File: src/rtl/tbdc_pkg.sv
// Shared types and constants for the two-button debouncer.
// No dependencies.
package tbdc_pkg;

  localparam int unsigned TimeBits = 32;
  localparam int unsigned CfgBits  = 16;
  localparam int unsigned IdxBits  = 2;

  typedef logic [TimeBits-1:0] time_t;
  typedef logic [CfgBits-1:0]  cfg_val_t;

  // Register map of the configuration port.
  typedef enum logic [IdxBits-1:0] {
    CfgDebounce  = 2'd0,
    CfgLongPress = 2'd1,
    CfgComboHold = 2'd2
  } cfg_idx_e;

  localparam cfg_val_t DebounceRst  = 16'd50;
  localparam cfg_val_t LongPressRst = 16'd3000;
  localparam cfg_val_t ComboHoldRst = 16'd3000;

  typedef struct packed {
    cfg_val_t debounce;
    cfg_val_t long_press;
    cfg_val_t combo_hold;
  } cfg_t;

  // One poll as seen by a processing unit; en marks the cycle it is consumed.
  typedef struct packed {
    logic  en;
    logic  raw;
    time_t now;
  } btn_step_t;

  typedef struct packed {
    logic  en;
    logic  both_low;
    time_t now;
  } combo_step_t;

  // Widen a configuration value to timestamp width.
  function automatic time_t cfg_to_time(input cfg_val_t v);
    return time_t'(v);
  endfunction

endpackage

File: src/rtl/tbdc_cfg_regs.sv
// Configuration register file of the debouncer.
// Depends on tbdc_pkg.
module tbdc_cfg_regs (
  input  logic                    clk_i,
  input  logic                    rst_ni,
  input  logic                    cfg_valid_i,
  output logic                    cfg_ready_o,
  input  logic [1:0]              cfg_index_i,
  input  tbdc_pkg::cfg_val_t      cfg_data_i,
  output tbdc_pkg::cfg_t          cfg_o
);
  import tbdc_pkg::*;

  cfg_t cfg_q;

  assign cfg_ready_o = 1'b1;

  always_ff @(posedge clk_i or negedge rst_ni) begin
    if (!rst_ni) begin
      cfg_q.debounce   <= DebounceRst;
      cfg_q.long_press <= LongPressRst;
      cfg_q.combo_hold <= ComboHoldRst;
    end else if (cfg_valid_i) begin
      unique case (cfg_idx_e'(cfg_index_i))
        CfgDebounce:  cfg_q.debounce   <= cfg_data_i;
        CfgLongPress: cfg_q.long_press <= cfg_data_i;
        CfgComboHold: cfg_q.combo_hold <= cfg_data_i;
        default: ;
      endcase
    end
  end

  assign cfg_o = cfg_q;

endmodule

File: src/rtl/tbdc_button.sv
// Debounce and short/long press tracking for one button.
// Depends on tbdc_pkg.
module tbdc_button (
  input  logic                clk_i,
  input  logic                rst_ni,
  input  tbdc_pkg::btn_step_t step_i,
  input  tbdc_pkg::cfg_t      cfg_i,
  output logic                short_o,
  output logic                stable_o
);
  import tbdc_pkg::*;

  logic  prev_q, stable_q, long_q;
  time_t last_q, press_q;

  logic  prev_d, stable_d, long_d;
  time_t last_d, press_d;

  logic  changed, settled, flip, press, release_ev, long_base, long_ok;
  time_t el_db;

  always_comb begin
    changed    = step_i.raw != prev_q;
    last_d     = changed ? step_i.now : last_q;
    el_db      = changed ? '0 : (step_i.now - last_q);
    settled    = el_db > cfg_to_time(cfg_i.debounce);
    flip       = settled && (step_i.raw != stable_q);
    press      = flip && !step_i.raw;
    release_ev = flip && step_i.raw;
    stable_d   = flip ? step_i.raw : stable_q;
    press_d    = press ? step_i.now : press_q;
    long_base  = press ? 1'b0 : long_q;
    // A fresh press has zero elapsed time, so only a zero threshold counts.
    long_ok    = press ? (cfg_i.long_press == '0)
                       : ((step_i.now - press_q) >= cfg_to_time(cfg_i.long_press));
    long_d     = long_base | (!stable_d && long_ok);
    prev_d     = step_i.raw;
  end

  always_ff @(posedge clk_i or negedge rst_ni) begin
    if (!rst_ni) begin
      prev_q   <= 1'b1;
      stable_q <= 1'b1;
      long_q   <= 1'b0;
      last_q   <= '0;
      press_q  <= '0;
    end else if (step_i.en) begin
      prev_q   <= prev_d;
      stable_q <= stable_d;
      long_q   <= long_d;
      last_q   <= last_d;
      press_q  <= press_d;
    end
  end

  assign short_o  = step_i.en && release_ev && !long_q;
  assign stable_o = step_i.en ? stable_d : stable_q;

endmodule

File: src/rtl/tbdc_combo.sv
// Two-button combo hold detector.
// Depends on tbdc_pkg.
module tbdc_combo (
  input  logic                  clk_i,
  input  logic                  rst_ni,
  input  tbdc_pkg::combo_step_t step_i,
  input  tbdc_pkg::cfg_t        cfg_i,
  output logic                  event_o
);
  import tbdc_pkg::*;

  logic  active_q, handled_q;
  time_t start_q;

  logic  active_d, handled_d, handled_base, hold_ok, fire;
  time_t start_d;

  always_comb begin
    handled_base = active_q ? handled_q : 1'b0;
    hold_ok      = active_q ? ((step_i.now - start_q) >= cfg_to_time(cfg_i.combo_hold))
                            : (cfg_i.combo_hold == '0);
    fire         = step_i.both_low && !handled_base && hold_ok;
    if (step_i.both_low) begin
      active_d  = 1'b1;
      start_d   = active_q ? start_q : step_i.now;
      handled_d = handled_base | fire;
    end else begin
      active_d  = 1'b0;
      start_d   = '0;
      handled_d = 1'b0;
    end
  end

  always_ff @(posedge clk_i or negedge rst_ni) begin
    if (!rst_ni) begin
      active_q  <= 1'b0;
      handled_q <= 1'b0;
      start_q   <= '0;
    end else if (step_i.en) begin
      active_q  <= active_d;
      handled_q <= handled_d;
      start_q   <= start_d;
    end
  end

  assign event_o = step_i.en && fire;

endmodule

File: src/rtl/two_button_debounce_long_press_combo.sv
// Two-button debouncer with short-press detection and a both-buttons combo.
//
// Input channel: one beat per poll carries btn1_level_i, btn2_level_i (active
// low, 0 means pressed) and now_ms_i, a millisecond timestamp that wraps
// modulo 2^32. A beat is taken at a rising edge with in_valid_i high and
// in_stall_o low. Output channel: every poll produces exactly one result beat
// (combo_event_o, short_press_1_o, short_press_2_o, stable_levels_o), taken
// at an edge with out_valid_o high and out_stall_i low.
// A poll lands in the input register at its accept edge, and its result is
// written to the output register at the edge where the poll advances.
// Throughput is one poll per cycle while the receiver does not stall; all state
// updates for a poll happen between those two registers, so consecutive polls
// see each other's effects without bubbles.
// When the receiver stalls, the result is held and the poll behind it waits in
// the input register; in_stall_o rises only once both registers are full.
// Reset clears both valid flags, loads the default settings (50, 3000, 3000)
// and puts both buttons in the released state with all timers at zero.
// Configuration writes on the cfg_* channel are always ready and must only be
// issued while no poll is in flight.
// Depends on tbdc_pkg, tbdc_cfg_regs, tbdc_button and tbdc_combo.
module two_button_debounce_long_press_combo (
  input  logic                clk_i,
  input  logic                rst_ni,
  // Poll channel
  input  logic                in_valid_i,
  output logic                in_stall_o,
  input  logic                btn1_level_i,
  input  logic                btn2_level_i,
  input  tbdc_pkg::time_t     now_ms_i,
  // Result channel
  output logic                out_valid_o,
  input  logic                out_stall_i,
  output logic                combo_event_o,
  output logic                short_press_1_o,
  output logic                short_press_2_o,
  output logic [1:0]          stable_levels_o,
  // Configuration channel
  input  logic                cfg_valid_i,
  output logic                cfg_ready_o,
  input  logic [1:0]          cfg_index_i,
  input  tbdc_pkg::cfg_val_t  cfg_data_i
);
  import tbdc_pkg::*;

  // Input register: the accepted poll waiting to be processed.
  logic  in_valid_q;
  logic  btn1_q, btn2_q;
  time_t now_q;

  // Output register: the finished result beat.
  logic       out_valid_q;
  logic       combo_q, short1_q, short2_q;
  logic [1:0] stable_q;

  logic        advance, take_in, both_low;
  logic        combo_ev, short1, short2, stable1, stable2;
  cfg_t        cfg;
  btn_step_t   step1, step2;
  combo_step_t step_c;

  // A poll is processed when the output register is free or being emptied.
  assign advance    = in_valid_q && (!out_valid_q || !out_stall_i);
  assign in_stall_o = in_valid_q && !advance;
  assign take_in    = in_valid_i && !in_stall_o;
  assign both_low   = !btn1_q && !btn2_q;

  tbdc_cfg_regs u_cfg (
    .clk_i       (clk_i),
    .rst_ni      (rst_ni),
    .cfg_valid_i (cfg_valid_i),
    .cfg_ready_o (cfg_ready_o),
    .cfg_index_i (cfg_index_i),
    .cfg_data_i  (cfg_data_i),
    .cfg_o       (cfg)
  );

  // The per-button logic is skipped entirely on a combo poll.
  assign step1  = '{en: advance && !both_low, raw: btn1_q, now: now_q};
  assign step2  = '{en: advance && !both_low, raw: btn2_q, now: now_q};
  assign step_c = '{en: advance, both_low: both_low, now: now_q};

  tbdc_button u_btn1 (
    .clk_i    (clk_i),
    .rst_ni   (rst_ni),
    .step_i   (step1),
    .cfg_i    (cfg),
    .short_o  (short1),
    .stable_o (stable1)
  );

  tbdc_button u_btn2 (
    .clk_i    (clk_i),
    .rst_ni   (rst_ni),
    .step_i   (step2),
    .cfg_i    (cfg),
    .short_o  (short2),
    .stable_o (stable2)
  );

  tbdc_combo u_combo (
    .clk_i   (clk_i),
    .rst_ni  (rst_ni),
    .step_i  (step_c),
    .cfg_i   (cfg),
    .event_o (combo_ev)
  );

  always_ff @(posedge clk_i or negedge rst_ni) begin
    if (!rst_ni) begin
      in_valid_q  <= 1'b0;
      out_valid_q <= 1'b0;
    end else begin
      if (take_in || advance) begin
        in_valid_q <= take_in;
      end
      if (advance || !out_stall_i) begin
        out_valid_q <= advance;
      end
    end
  end

  // Payload registers carry no reset.
  always_ff @(posedge clk_i) begin
    if (take_in) begin
      btn1_q <= btn1_level_i;
      btn2_q <= btn2_level_i;
      now_q  <= now_ms_i;
    end
    if (advance) begin
      combo_q  <= combo_ev;
      short1_q <= short1;
      short2_q <= short2;
      stable_q <= {stable2, stable1};
    end
  end

  assign out_valid_o     = out_valid_q;
  assign combo_event_o   = combo_q;
  assign short_press_1_o = short1_q;
  assign short_press_2_o = short2_q;
  assign stable_levels_o = stable_q;

endmodule

File: config.mk
export PLATFORM = sky130hd
export DESIGN_NAME = two_button_debounce_long_press_combo
export DESIGN_NICKNAME = d
export VERILOG_FILES = /design/src/rtl/tbdc_pkg.sv /design/src/rtl/tbdc_cfg_regs.sv /design/src/rtl/tbdc_button.sv /design/src/rtl/tbdc_combo.sv /design/src/rtl/two_button_debounce_long_press_combo.sv
export SDC_FILE = /design/constraint.sdc
export NUM_CORES = 1
export LEC_CHECK = 0
export BUFFER_PORTS_ARGS = -buffer_cell sky130_fd_sc_hd__buf_2
export CORE_UTILIZATION = 52
export DETAILED_ROUTE_END_ITERATION = 8
export PLACE_DENSITY = 0.71
export SYNTH_ARGS = -nofsm -noshare
export SYNTH_HDL_FRONTEND = slang
export SYNTH_SLANG_ARGS = --single-unit
export TNS_END_PERCENT = 10
File: constraint.sdc
create_clock -name clk_i -period 5.95 [get_ports clk_i]
set_clock_uncertainty 0.05 [all_clocks]
set_input_delay 1.4875 -clock clk_i [delete_from_list [all_inputs] [get_ports clk_i]]
set_output_delay 1.4875 -clock clk_i [all_outputs]
set_load 0.005 [all_outputs]
==> flow_metrics.env, run 1 <==
export IMPL_outcome="finished clean"
export IMPL_worstRegToRegCells=22
export IMPL_ys_flop_type="dfrtp_1"
export IMPL_dpl_instance_area_sq_mm=0.0222
export IMPL_max_freq_mhz=174
export IMPL_vias_per_cell=6.02
export IMPL_wl_per_cell_um=19.3
export IMPL_synth_async_reset_ratio=0.848
export IMPL_relSlewSlack=0.352
export IMPL_worstSetupPathType="reg -> reg"
export IMPL_core_sq_mm=0.0398
export IMPL_grt_max_degree=115
export IMPL_routed_via_count=18600
export IMPL_clock_root_buffer="clkbuf_16"
export IMPL_gp_congestion=0.931
export IMPL_drt_total_wl_um=59600
export IMPL_ir_drop_mv=0.304
export IMPL_die_h_um=203
export IMPL_slew_viol_final=0
export IMPL_dr_pass1_iters=7
export IMPL_ant_nets=0
export IMPL_syn_nets=2765
export IMPL_power_frac_comb=0.594
export IMPL_setup_violations=0
export IMPL_top_layer="met4"
export IMPL_cp_max_fo=18
export IMPL_synthToLayoutAreaGrowth_pct=10.7
export IMPL_clkTransAtPathRegs_ns=0.06
export IMPL_antenna_found_initial=0
export IMPL_mostFrequentLayoutCells="264 x nand2_1, 249 x inv_1, 235 x ha_1, 213 x o21ai_0, 197 x dfrtp_1"
export IMPL_final_area_sq_mm=0.0233
export IMPL_met1_length_um=26600
export IMPL_hold_slack_ns=0.446
export IMPL_rsz0062_at_grt="yes"
export IMPL_switching_share=0.440
export IMPL_finalHoldViolCount=0
export IMPL_synth_edf_count=39
export IMPL_critPathMaxStageDelay_ns=0.54
export IMPL_r2r_setup_slack_ns=0.22
export IMPL_post_place_ws_ns=-0.0558
export IMPL_port_buffers=63
export IMPL_grt_first_pass_wirelength_um=94800
export IMPL_seq_power_share=0.227
export IMPL_syn_area_sq_mm=0.0211
export IMPL_worstHoldPathType="reg -> reg"
export IMPL_drcViolationCount=0
export IMPL_crit_path_start="now_q[4]"
export IMPL_ys_seq_area_frac=0.315
export IMPL_p_switching_mw=4.99
export IMPL_die_area_sq_mm=0.0414
export IMPL_worstSetupEndpointType="register"
export IMPL_cts_sinks=257
export IMPL_wl_met2_um=28600
export IMPL_cap_violations=0
export IMPL_p_clk_frac=0.178
export IMPL_layout_drive_gt1_share=0.118
export IMPL_dp_hpwl_um=46400
export IMPL_min_to="out_valid_o"
export IMPL_required_ns=6.38
export IMPL_synth_seq_cells=257
export IMPL_cts_max_level=1
export IMPL_avgSynthCellArea_sq_um=8.55
export IMPL_die_w_um=203
export IMPL_period_share=0.963
export IMPL_reg2reg_from="now_q[4]"
export IMPL_numCtsBuffers=30
export IMPL_clk_latency_ns=0.60
export IMPL_drt_iter0_markers=1069
export IMPL_synthCells=2468
export IMPL_startpoint_type="register"
export IMPL_powerDensity_mw_per_mm2=486
export IMPL_cts_tree="built"
export IMPL_cts_buffer_depth=3
export IMPL_min_delay_start="in_valid_q"
export IMPL_final_common_cell="nand2_1"
export IMPL_fin_nets=2834
export IMPL_wl_met3_um=2470
export IMPL_ys_types=84
export IMPL_slowest_stage="or4_1"
export IMPL_cp_top_family="simple AND/OR/NAND/NOR gates"
export IMPL_antennaDiodeCount=0
export IMPL_internal_power_mw=6.36
export IMPL_worstPathCellList="ha_1 -> a21o_1 -> or2_0 -> o31a_1 -> o21a_1 -> o21ai_0 -> nand2b_1 -> a31oi_1 -> xor2_1 -> nor2_1 -> ha_1 -> nand4_1 -> a2111oi_0 -> a211o_1 -> o21ai_2 -> nand4_1 -> or4_1 -> or4_1 -> or3_4 -> nand3_4 -> buf_12 -> mux2_4"
export IMPL_min_path_cells=1
export IMPL_leakagePower_nw=10.8
export IMPL_yosysWarnings=0
export IMPL_rows=73
export IMPL_ioPinCount=65
export IMPL_cts_hold_buf=0
export IMPL_layout_setup_ws_ns=0.217
export IMPL_grt_pass1_vias=18100
export IMPL_start_util=0.530
export IMPL_track_usage=0.287
export IMPL_path_buf_inv=1
export IMPL_tightest_slew_ns=0.972
export IMPL_r2r_end="u_btn1.press_q[5]"
export IMPL_worst_ep_arrival_time_ns=6.16
export IMPL_grt_overflow_total=0
export IMPL_min_period_ns=5.73
[flip-flops by register name (all words and copies together), names as in the netlist, 2 cells and up]
name,cells
now_q,32
stable_levels_o,2
u_btn1.last_q,32
u_btn1.press_q,32
u_btn2.last_q,32
u_btn2.press_q,32
u_cfg.cfg_o,48
u_combo.start_q,32
[worst max-delay path by stage]
stage	end	depth (start not counted)
2_1_floorplan	u_btn1.press_q[0]	23
3_3_place_gp	u_btn2.long_q	22
3_5_place_dp	u_btn1.press_q[26]	22
4_1_cts	u_btn1.press_q[26]	21
5_1_grt	combo_event_o	22
6_report	u_btn1.press_q[5]	22
[final cells by class]
cell class              instances  area [sq um]
multi-input cells            1880         13200
inverters                     249           935
well taps                     525           657
clock buffers                  38           841
fillers                      3605         16500
repair buffers                119           813
flip-flops and latches        257          6650
clock inverters                17           249
[cells in the mapped netlist (all sizes together) (11+ instances only)]
library cell / n / area [sq um]
xnor2: 62 / 543
a2111oi: 11 / 96.3
a211oi: 21 / 163
edfxtp: 39 / 1170
nor2: 158 / 593
xor2: 40 / 350
dfstp: 21 / 552
o21a: 31 / 233
nor2b: 21 / 131
o211ai: 21 / 163
a21oi: 181 / 906
or3: 11 / 68.8
and2: 15 / 93.8
ha: 235 / 2940
nand2: 264 / 991
nand4: 35 / 219
mux2: 77 / 972
a21o: 75 / 564
and3: 11 / 68.8
clkbuf: 72 / 272
o21bai: 21 / 158
o31ai: 16 / 120
a22o: 34 / 298
mux2i: 15 / 150
nor3: 48 / 240
nand2b: 32 / 200
inv: 249 / 935
a31oi: 29 / 196
nor4: 23 / 144
o21ai: 218 / 1100
nand3: 41 / 223
dfrtp: 197 / 4930
[routing by layer]
layer,vias to the layer above,GRT usage
li1,8994,-
met1,9023,0.378
met2,439,0.496
met3,110,0.0201
met4,0,0.0980
met5,-,0
[kinds of logic after synthesis]
group	share of synthesized area
buffers and inverters	0.0624
AND/OR/NAND/NOR	0.155
AO/OA/AOI/OAI	0.227
adder cells (fa/ha/maj)	0.144
flip-flops	0.315
other	0.000178
multiplexers	0.0532
XOR/XNOR	0.0424
[metrics by stage]
step	total power, mW	setup TNS, ns	utilization	std cells
2_1_floorplan	7.60	0	-	2468
3_3_place_gp	9.01	0	0.557	3028
3_5_place_dp	9.20	-1.03	0.557	3028
4_1_cts	11.3	0	0.584	3083
5_1_grt	12.3	-0.00244	0.586	3085
6_report	11.4	0	0.586	3085
[power by group through the flow]
stage	clock [mW]	combinational [mW]	sequential (mW)
3_3_place_gp	0	6.42	2.59
6_report	2.02	6.75	2.58
2_1_floorplan	0	5.06	2.54
4_1_cts	2.06	6.65	2.58
5_1_grt	2.13	7.53	2.63
3_5_place_dp	0	6.60	2.60
[timing repair]
| action | CTS | global route |
|---|---|---|
| endpoints found under the setup margin | 32 | 38 |
| buffers inserted | 0 | 1 |
| gates cloned | 0 | 1 |
| pin swaps | 0 | 6 |
| resized for setup | 2 | 11 |
Note: power is estimated with default switching activity, not from simulation.
==> run 2: changes to the inputs <==
--- a/config.mk
+++ b/config.mk
@@ -6,9 +6,9 @@
 export NUM_CORES = 1
 export LEC_CHECK = 0
 export BUFFER_PORTS_ARGS = -buffer_cell sky130_fd_sc_hd__buf_2
-export CORE_UTILIZATION = 52
+export CORE_UTILIZATION = 50
 export DETAILED_ROUTE_END_ITERATION = 8
-export PLACE_DENSITY = 0.71
+export PLACE_DENSITY = 0.69
 export SYNTH_ARGS = -nofsm -noshare
 export SYNTH_HDL_FRONTEND = slang
 export SYNTH_SLANG_ARGS = --single-unit
==> run 2 against run 1 <==
Combinational power is 0.7% higher. Sequential share of layout area is 0.13 points lower. Worst setup slack improved by 0.028 ns. Register-to-register slack better by 0.03 ns. Wire length grew 4.8%. Clock power about the same. First-iteration DRC count rose by 22%. Non-clock buffer count increased by 10. Via count up 0.32%. Critical endpoint is now u_btn1.press_q[19].
==> flow_metrics.env, run 2 (synthesis gave the netlist of run 1 again) <==
export IMPL_outcome="finished clean"
export IMPL_path_buf_inv=2
export IMPL_grt_pass1_vias=18000
export IMPL_port_buffers=63
export IMPL_drcViolationCount=0
export IMPL_final_area_sq_mm=0.0235
export IMPL_slowest_stage="or4_4"
export IMPL_slew_viol_final=0
export IMPL_tightest_slew_ns=0.995
export IMPL_cap_violations=0
export IMPL_dr_pass1_iters=5
export IMPL_vias_per_cell=6.00
export IMPL_period_share=0.959
export IMPL_antenna_found_initial=0
export IMPL_worstSetupPathType="reg -> reg"
export IMPL_ioPinCount=65
export IMPL_critPathMaxStageDelay_ns=0.57
export IMPL_drt_iter0_markers=1301
export IMPL_ant_nets=0
export IMPL_fill_cells=3683
export IMPL_setup_violations=0
export IMPL_track_usage=0.285
export IMPL_worstPathCellList="inv_1 -> ha_1 -> fa_1 -> nand2b_1 -> a21oi_1 -> o21ai_0 -> o21ai_0 -> xnor2_1 -> nor2_1 -> ha_1 -> nand4_1 -> or4_4 -> o21ai_4 -> nand4_1 -> or4_1 -> or4_4 -> or3_4 -> nand3_4 -> clkbuf_16 -> mux2_4"
export IMPL_grt_max_degree=128
export IMPL_use_met3=0.0272
export IMPL_numCtsBuffers=30
export IMPL_final_util=0.569
export IMPL_antennaDiodeCount=0
export IMPL_largest_reg_flops=48
export IMPL_wl_per_cell_um=20.1
export IMPL_dp_hpwl_um=47600
export IMPL_grt_first_pass_wirelength_um=98100
export IMPL_dpl_instance_area_sq_mm=0.0222
export IMPL_finalSetupTns_ns=0
export IMPL_max_freq_mhz=175
export IMPL_final_common_cell="nand2_1"
export IMPL_cts_buffer_depth=3
export IMPL_core_sq_mm=0.0412
export IMPL_clock_root_buffer="clkbuf_16"
export IMPL_leakagePower_nw=10.8
export IMPL_grt_overflow_total=0
export IMPL_startpoint_type="register"
export IMPL_worst_ep_arrival_time_ns=6.13
export IMPL_rows=74
export IMPL_p_switching_mw=5.08
export IMPL_cts_tree="built"
export IMPL_die_w_um=207
export IMPL_cp_max_fo=8
export IMPL_total_power_mw=11.4
export IMPL_seq_area_sq_mm=0.00665
export IMPL_fin_nets=2844
export IMPL_use_met1=0.386
export IMPL_die_h_um=207
export IMPL_layout_drive_gt1_share=0.123
export IMPL_top_usage_layer="met2"
export IMPL_cp_top_family="simple AND/OR/NAND/NOR gates"
export IMPL_min_period_ns=5.70
export IMPL_rsz0062_at_grt="yes"
export IMPL_groute_layer_met2_usage=0.482
export IMPL_routed_via_count=18600
export IMPL_mostFrequentLayoutCells="264 x nand2_1, 249 x inv_1, 235 x ha_1, 212 x o21ai_0, 197 x dfrtp_1"
export IMPL_worstSetupEndpointType="register"
export IMPL_drt_total_wl_um=62500
export IMPL_switching_share=0.446
export IMPL_power_frac_comb=0.597
export IMPL_cts_sinks=257
export IMPL_die_area_sq_mm=0.0430
export IMPL_powerDensity_mw_per_mm2=486
export IMPL_multiInputGateArea_sq_mm=0.0132
export IMPL_cts_max_level=1
export IMPL_clkTransAtPathRegs_ns=0.07
export IMPL_synthToLayoutAreaGrowth_pct=11.2
export IMPL_worstHoldPathType="reg -> reg"
export IMPL_finalHoldViolCount=0
export IMPL_relSlewSlack=0.337
export IMPL_hold_slack_ns=0.443
export IMPL_ir_drop_mv=0.288
export IMPL_required_ns=6.37
export IMPL_clk_latency_ns=0.60
export IMPL_cts_hold_buf=0
export IMPL_p_clk_frac=0.177
export IMPL_gp_congestion=0.954
export IMPL_start_util=0.512
export IMPL_seq_power_share=0.226
export IMPL_internal_power_mw=6.32
-- run 2: changes by cell type in the layout (fill, tap and decap cells not counted), moves of 2 or more --
cell | previous run | this run
inv_6 | 0 | 8
clkbuf_1 | 2 | 0
a2111oi_1 | 1 | 3
or4_1 | 7 | 5
clkbuf_16 | 31 | 33
or4_4 | 0 | 2
clkinv_2 | 6 | 2
a21oi_2 | 2 | 0
buf_4 | 51 | 60
clkbuf_8 | 6 | 1
a21oi_1 | 179 | 181
clkinv_4 | 1 | 4
-- run 2: what timing repair did --
item,CTS,global route
resized for setup,2,14
gates cloned,0,2
pin swaps,0,12
buffers inserted,0,3
setup endpoints to repair,32,70
-- run 2: cell type report --
cell class / instances / share of cell area
Inverter: 249 / 0.0399
Clock inverter: 24 / 0.0129
Tap cell: 532 / 0.0284
Timing Repair Buffer: 129 / 0.0386
Clock buffer: 32 / 0.0337
Sequential cell: 257 / 0.284
Multi-Input combinational cell: 1880 / 0.563
-- run 2: worst paths after layout --
path | start | endpoint | slack [ns] | cells after the start
min in group asynchronous | rst_ni | u_btn2.last_q[7] | 0.81 | 1
max in group asynchronous | rst_ni | u_combo.start_q[28] | 3.85 | 2
max reg2reg | now_q[0] | u_btn1.press_q[19] | 0.25 | 20
min | in_valid_q | out_valid_o | 0.44 | 1
min reg2reg | in_valid_q | out_valid_o | 0.44 | 1
max | now_q[0] | u_btn1.press_q[19] | 0.25 | 20
-- run 2: through the flow --
stage	setup slack, ns	instances
floorplan	0.164	2468
global placement	-0.0304	3042
detailed placement	-0.257	3042
CTS	0.0245	3098
global route	-0.0375	3103
finish	0.245	3103
-- run 2: power by group through the flow --
stage / Sequential (mW) / Combinational, mW / Clock, mW
3_5_place_dp: 2.60 / 6.63 / 0
2_1_floorplan: 2.54 / 5.06 / 0
5_1_grt: 2.63 / 7.58 / 2.13
6_report: 2.58 / 6.80 / 2.02
3_3_place_gp: 2.59 / 6.51 / 0
4_1_cts: 2.57 / 6.69 / 2.06
-- run 2: metal layers --
metal | vias to the layer above | part of all wire
met5 | - | 0
met4 | 0 | 0.028
met3 | 93 | 0.049
met2 | 515 | 0.47
met1 | 8993 | 0.45
li1 | 9024 | -
==> run 3: changes to the inputs <==
--- a/config.mk
+++ b/config.mk
@@ -5,10 +5,12 @@
 export SDC_FILE = /design/constraint.sdc
 export NUM_CORES = 1
 export LEC_CHECK = 0
+export ABC_AREA = 1
 export BUFFER_PORTS_ARGS = -buffer_cell sky130_fd_sc_hd__buf_2
-export CORE_UTILIZATION = 50
+export CORE_MARGIN = 2
+export CORE_UTILIZATION = 58
 export DETAILED_ROUTE_END_ITERATION = 8
-export PLACE_DENSITY = 0.69
+export PLACE_DENSITY = 0.78
 export SYNTH_ARGS = -nofsm -noshare
 export SYNTH_HDL_FRONTEND = slang
 export SYNTH_SLANG_ARGS = --single-unit
==> run 3 against run 2 <==
Highest routed layer unchanged. Combinational power rose by 21%. Cell count rose by 37%. Final area rose by 6.1%. Fmax rose by 13%.
==> flow_metrics.env, run 3 <==
export IMPL_outcome="finished clean"
export IMPL_die_w_um=204
export IMPL_cts_buffer_depth=3
export IMPL_final_area_sq_mm=0.0249
export IMPL_dr_pass1_iters=7
export IMPL_yosysMostFrequentCell="nand2_1"
export IMPL_syn_area_sq_mm=0.0232
export IMPL_yosysTopAreaCell="dfrtp_1"
export IMPL_leakagePower_nw=13.8
export IMPL_antennaDiodeCount=0
export IMPL_cts_sinks=257
export IMPL_max_freq_mhz=198
export IMPL_seq_area_sq_mm=0.00665
export IMPL_gp_congestion=1.04
export IMPL_ant_nets=0
export IMPL_worstRegToRegCells=25
export IMPL_required_ns=6.35
export IMPL_drt_iter0_markers=1836
export IMPL_finalNonFillerCells=4241
export IMPL_largest_reg_flops=48
export IMPL_worstHoldPathType="reg -> reg"
export IMPL_p_switching_mw=6.54
export IMPL_ys_flop_type="dfrtp_1"
export IMPL_die_area_sq_mm=0.0416
export IMPL_synthCells=3640
export IMPL_worstSetupEndpointType="register"
export IMPL_start_util=0.586
export IMPL_finalHoldViolCount=0
export IMPL_worst_ep_arrival_time_ns=5.45
export IMPL_avgSynthCellArea_sq_um=6.38
export IMPL_grt_pass1_vias=22200
export IMPL_vias_per_cell=5.51
export IMPL_final_common_cell="nand2_1"
export IMPL_multiInputGateArea_sq_mm=0.0136
export IMPL_syn_nets=3937
export IMPL_synthTopCellsByArea="dfrtp_1 21%, nand2_1 20%, ha_1 13%, inv_1 12%, edfxtp_1 5.0%"
export IMPL_netlist_area_leader_share=0.212
export IMPL_rsz0062_at_grt="no"
export IMPL_startpoint_type="register"
export IMPL_slew_viol_final=0
export IMPL_rows=73
export IMPL_finalSetupTns_ns=0
export IMPL_wl_per_cell_um=17.7
export IMPL_drcViolationCount=0
export IMPL_dp_hpwl_um=60700
export IMPL_drt_total_wl_um=74900
export IMPL_ys_seq_area_frac=0.287
export IMPL_synthTopCellsByCount="1212 x nand2_1, 712 x inv_1, 279 x nor2_1, 235 x ha_1, 231 x o21ai_0"
export IMPL_port_buffers=63
export IMPL_numCtsBuffers=27
export IMPL_ys_types=43
export IMPL_p_clk_frac=0.134
export IMPL_ctsResizeCount=0
export IMPL_synth_seq_cells=257
export IMPL_tightest_slew_ns=1.18
export IMPL_critPathMaxStageDelay_ns=0.85
export IMPL_synth_edf_count=39
export IMPL_internal_power_mw=6.15
export IMPL_relSlewSlack=0.216
export IMPL_routed_via_count=23400
export IMPL_layout_drive_gt1_share=0.0425
export IMPL_setup_violations=0
export IMPL_grt_first_pass_wirelength_um=116000
export IMPL_power_frac_comb=0.647
export IMPL_clk_latency_ns=0.59
export IMPL_grt_overflow_total=0
export IMPL_min_path_cells=2
export IMPL_die_h_um=204
export IMPL_fin_nets=3992
export IMPL_yosysWarnings=0
export IMPL_powerDensity_mw_per_mm2=510
export IMPL_dp_cells=4191
export IMPL_switching_share=0.515
export IMPL_synthToLayoutAreaGrowth_pct=7.21
export IMPL_final_util=0.628
export IMPL_seq_power_share=0.220
export IMPL_post_cts_setup_buffers=0
export IMPL_cts_tree="built"
export IMPL_synth_async_reset_ratio=0.848
export IMPL_track_usage=0.360
export IMPL_dpl_instance_area_sq_mm=0.0240
export IMPL_min_period_ns=5.05
export IMPL_worstSetupPathType="reg -> reg"
export IMPL_clock_root_buffer="clkbuf_16"
export IMPL_ir_drop_mv=0.296
export IMPL_crit_path_frequent_cell="nand2_1"
export IMPL_ioPinCount=65
export IMPL_fill_cells=3882
export IMPL_core_sq_mm=0.0396
export IMPL_cp_max_fo=65
export IMPL_grt_max_degree=131
export IMPL_slowest_stage="nand3_2"
export IMPL_cts_max_level=1
export IMPL_antenna_found_initial=0
export IMPL_period_share=0.849
export IMPL_cts_hold_buf=0
export IMPL_mostFrequentLayoutCells="1210 x nand2_1, 712 x inv_1, 279 x nor2_1, 235 x ha_1, 231 x o21ai_0"
export IMPL_clkTransAtPathRegs_ns=0.07
export IMPL_cap_violations=0
==> run 3: final timing paths <==
path / startpoint / end / slack [ns]
max in group asynchronous: rst_ni / u_btn1.last_q[0] / 3.88
min in group asynchronous: rst_ni / u_combo.start_q[28] / 0.81
setup reg to reg: now_q[1] / u_btn1.press_q[21] / 0.90
hold / removal: in_valid_q / out_valid_o / 0.41
setup / recovery: now_q[1] / u_btn1.press_q[21] / 0.90
hold reg to reg: in_valid_q / out_valid_o / 0.41
==> run 3: area by class of cell <==
cell class	instances	share of cell area
well taps	525	0.0264
flip-flops and latches	257	0.267
clock buffers	37	0.0299
multi-input cells	2625	0.548
inverters	713	0.108
repair buffers	71	0.0160
clock inverters	13	0.00498
==> run 3: power groups by stage <==
stage,Clock [mW],Combinational (mW),Sequential (mW)
CTS,1.71,8.06,2.77
finish,1.70,8.21,2.79
floorplan,0,6.11,2.65
detailed placement,0,8.02,2.79
global route,1.78,9.35,2.84
global placement,0,7.88,2.77
==> run 3: critical path, delay by kind of cell, from the launching register on <==
| family | cells | cell delay [ns] |
|---|---|---|
| compound gates | 2 | 0.62 |
| simple gates | 19 | 2.30 |
| flops | 1 | 0.69 |
| buf+inv | 2 | 0.44 |
| fa+ha+maj | 2 | 0.76 |
==> run 3: per-stage QoR <==
stage	hold WS [ns]	power, mW	setup slack (ns)
final	0.413	12.7	0.897
after global routing	0.451	14.0	0.250
after CTS	0.414	12.5	0.964
after detailed placement	0.399	10.8	0.989
after global placement	0.391	10.7	1.19
after floorplan	0.384	8.76	2.45
==> run 3: logic make-up (layout without fill, tap and decap cells) <==
| logic type | count (synthesis) | in the layout | synth area share |
|---|---|---|---|
| xor gates and xnor gates | 60 | 60 | 0.0226 |
| adders and majority gates | 240 | 240 | 0.131 |
| and+or+nand+nor | 1786 | 1786 | 0.312 |
| other | 1 | 1 | 0.000162 |
| DFF | 257 | 257 | 0.287 |
| AOI/OAI and AO/OA | 538 | 538 | 0.121 |
| buffers and inverters | 758 | 834 | 0.126 |
==> run 3: per-layer routing <==
layer | up-vias | part of all wire | global-route usage
li1 | 11600 | - | -
met1 | 10700 | 0.40 | 0.445
met2 | 795 | 0.47 | 0.613
met3 | 251 | 0.070 | 0.0544
met4 | 0 | 0.056 | 0.182
met5 | - | 0 | 0
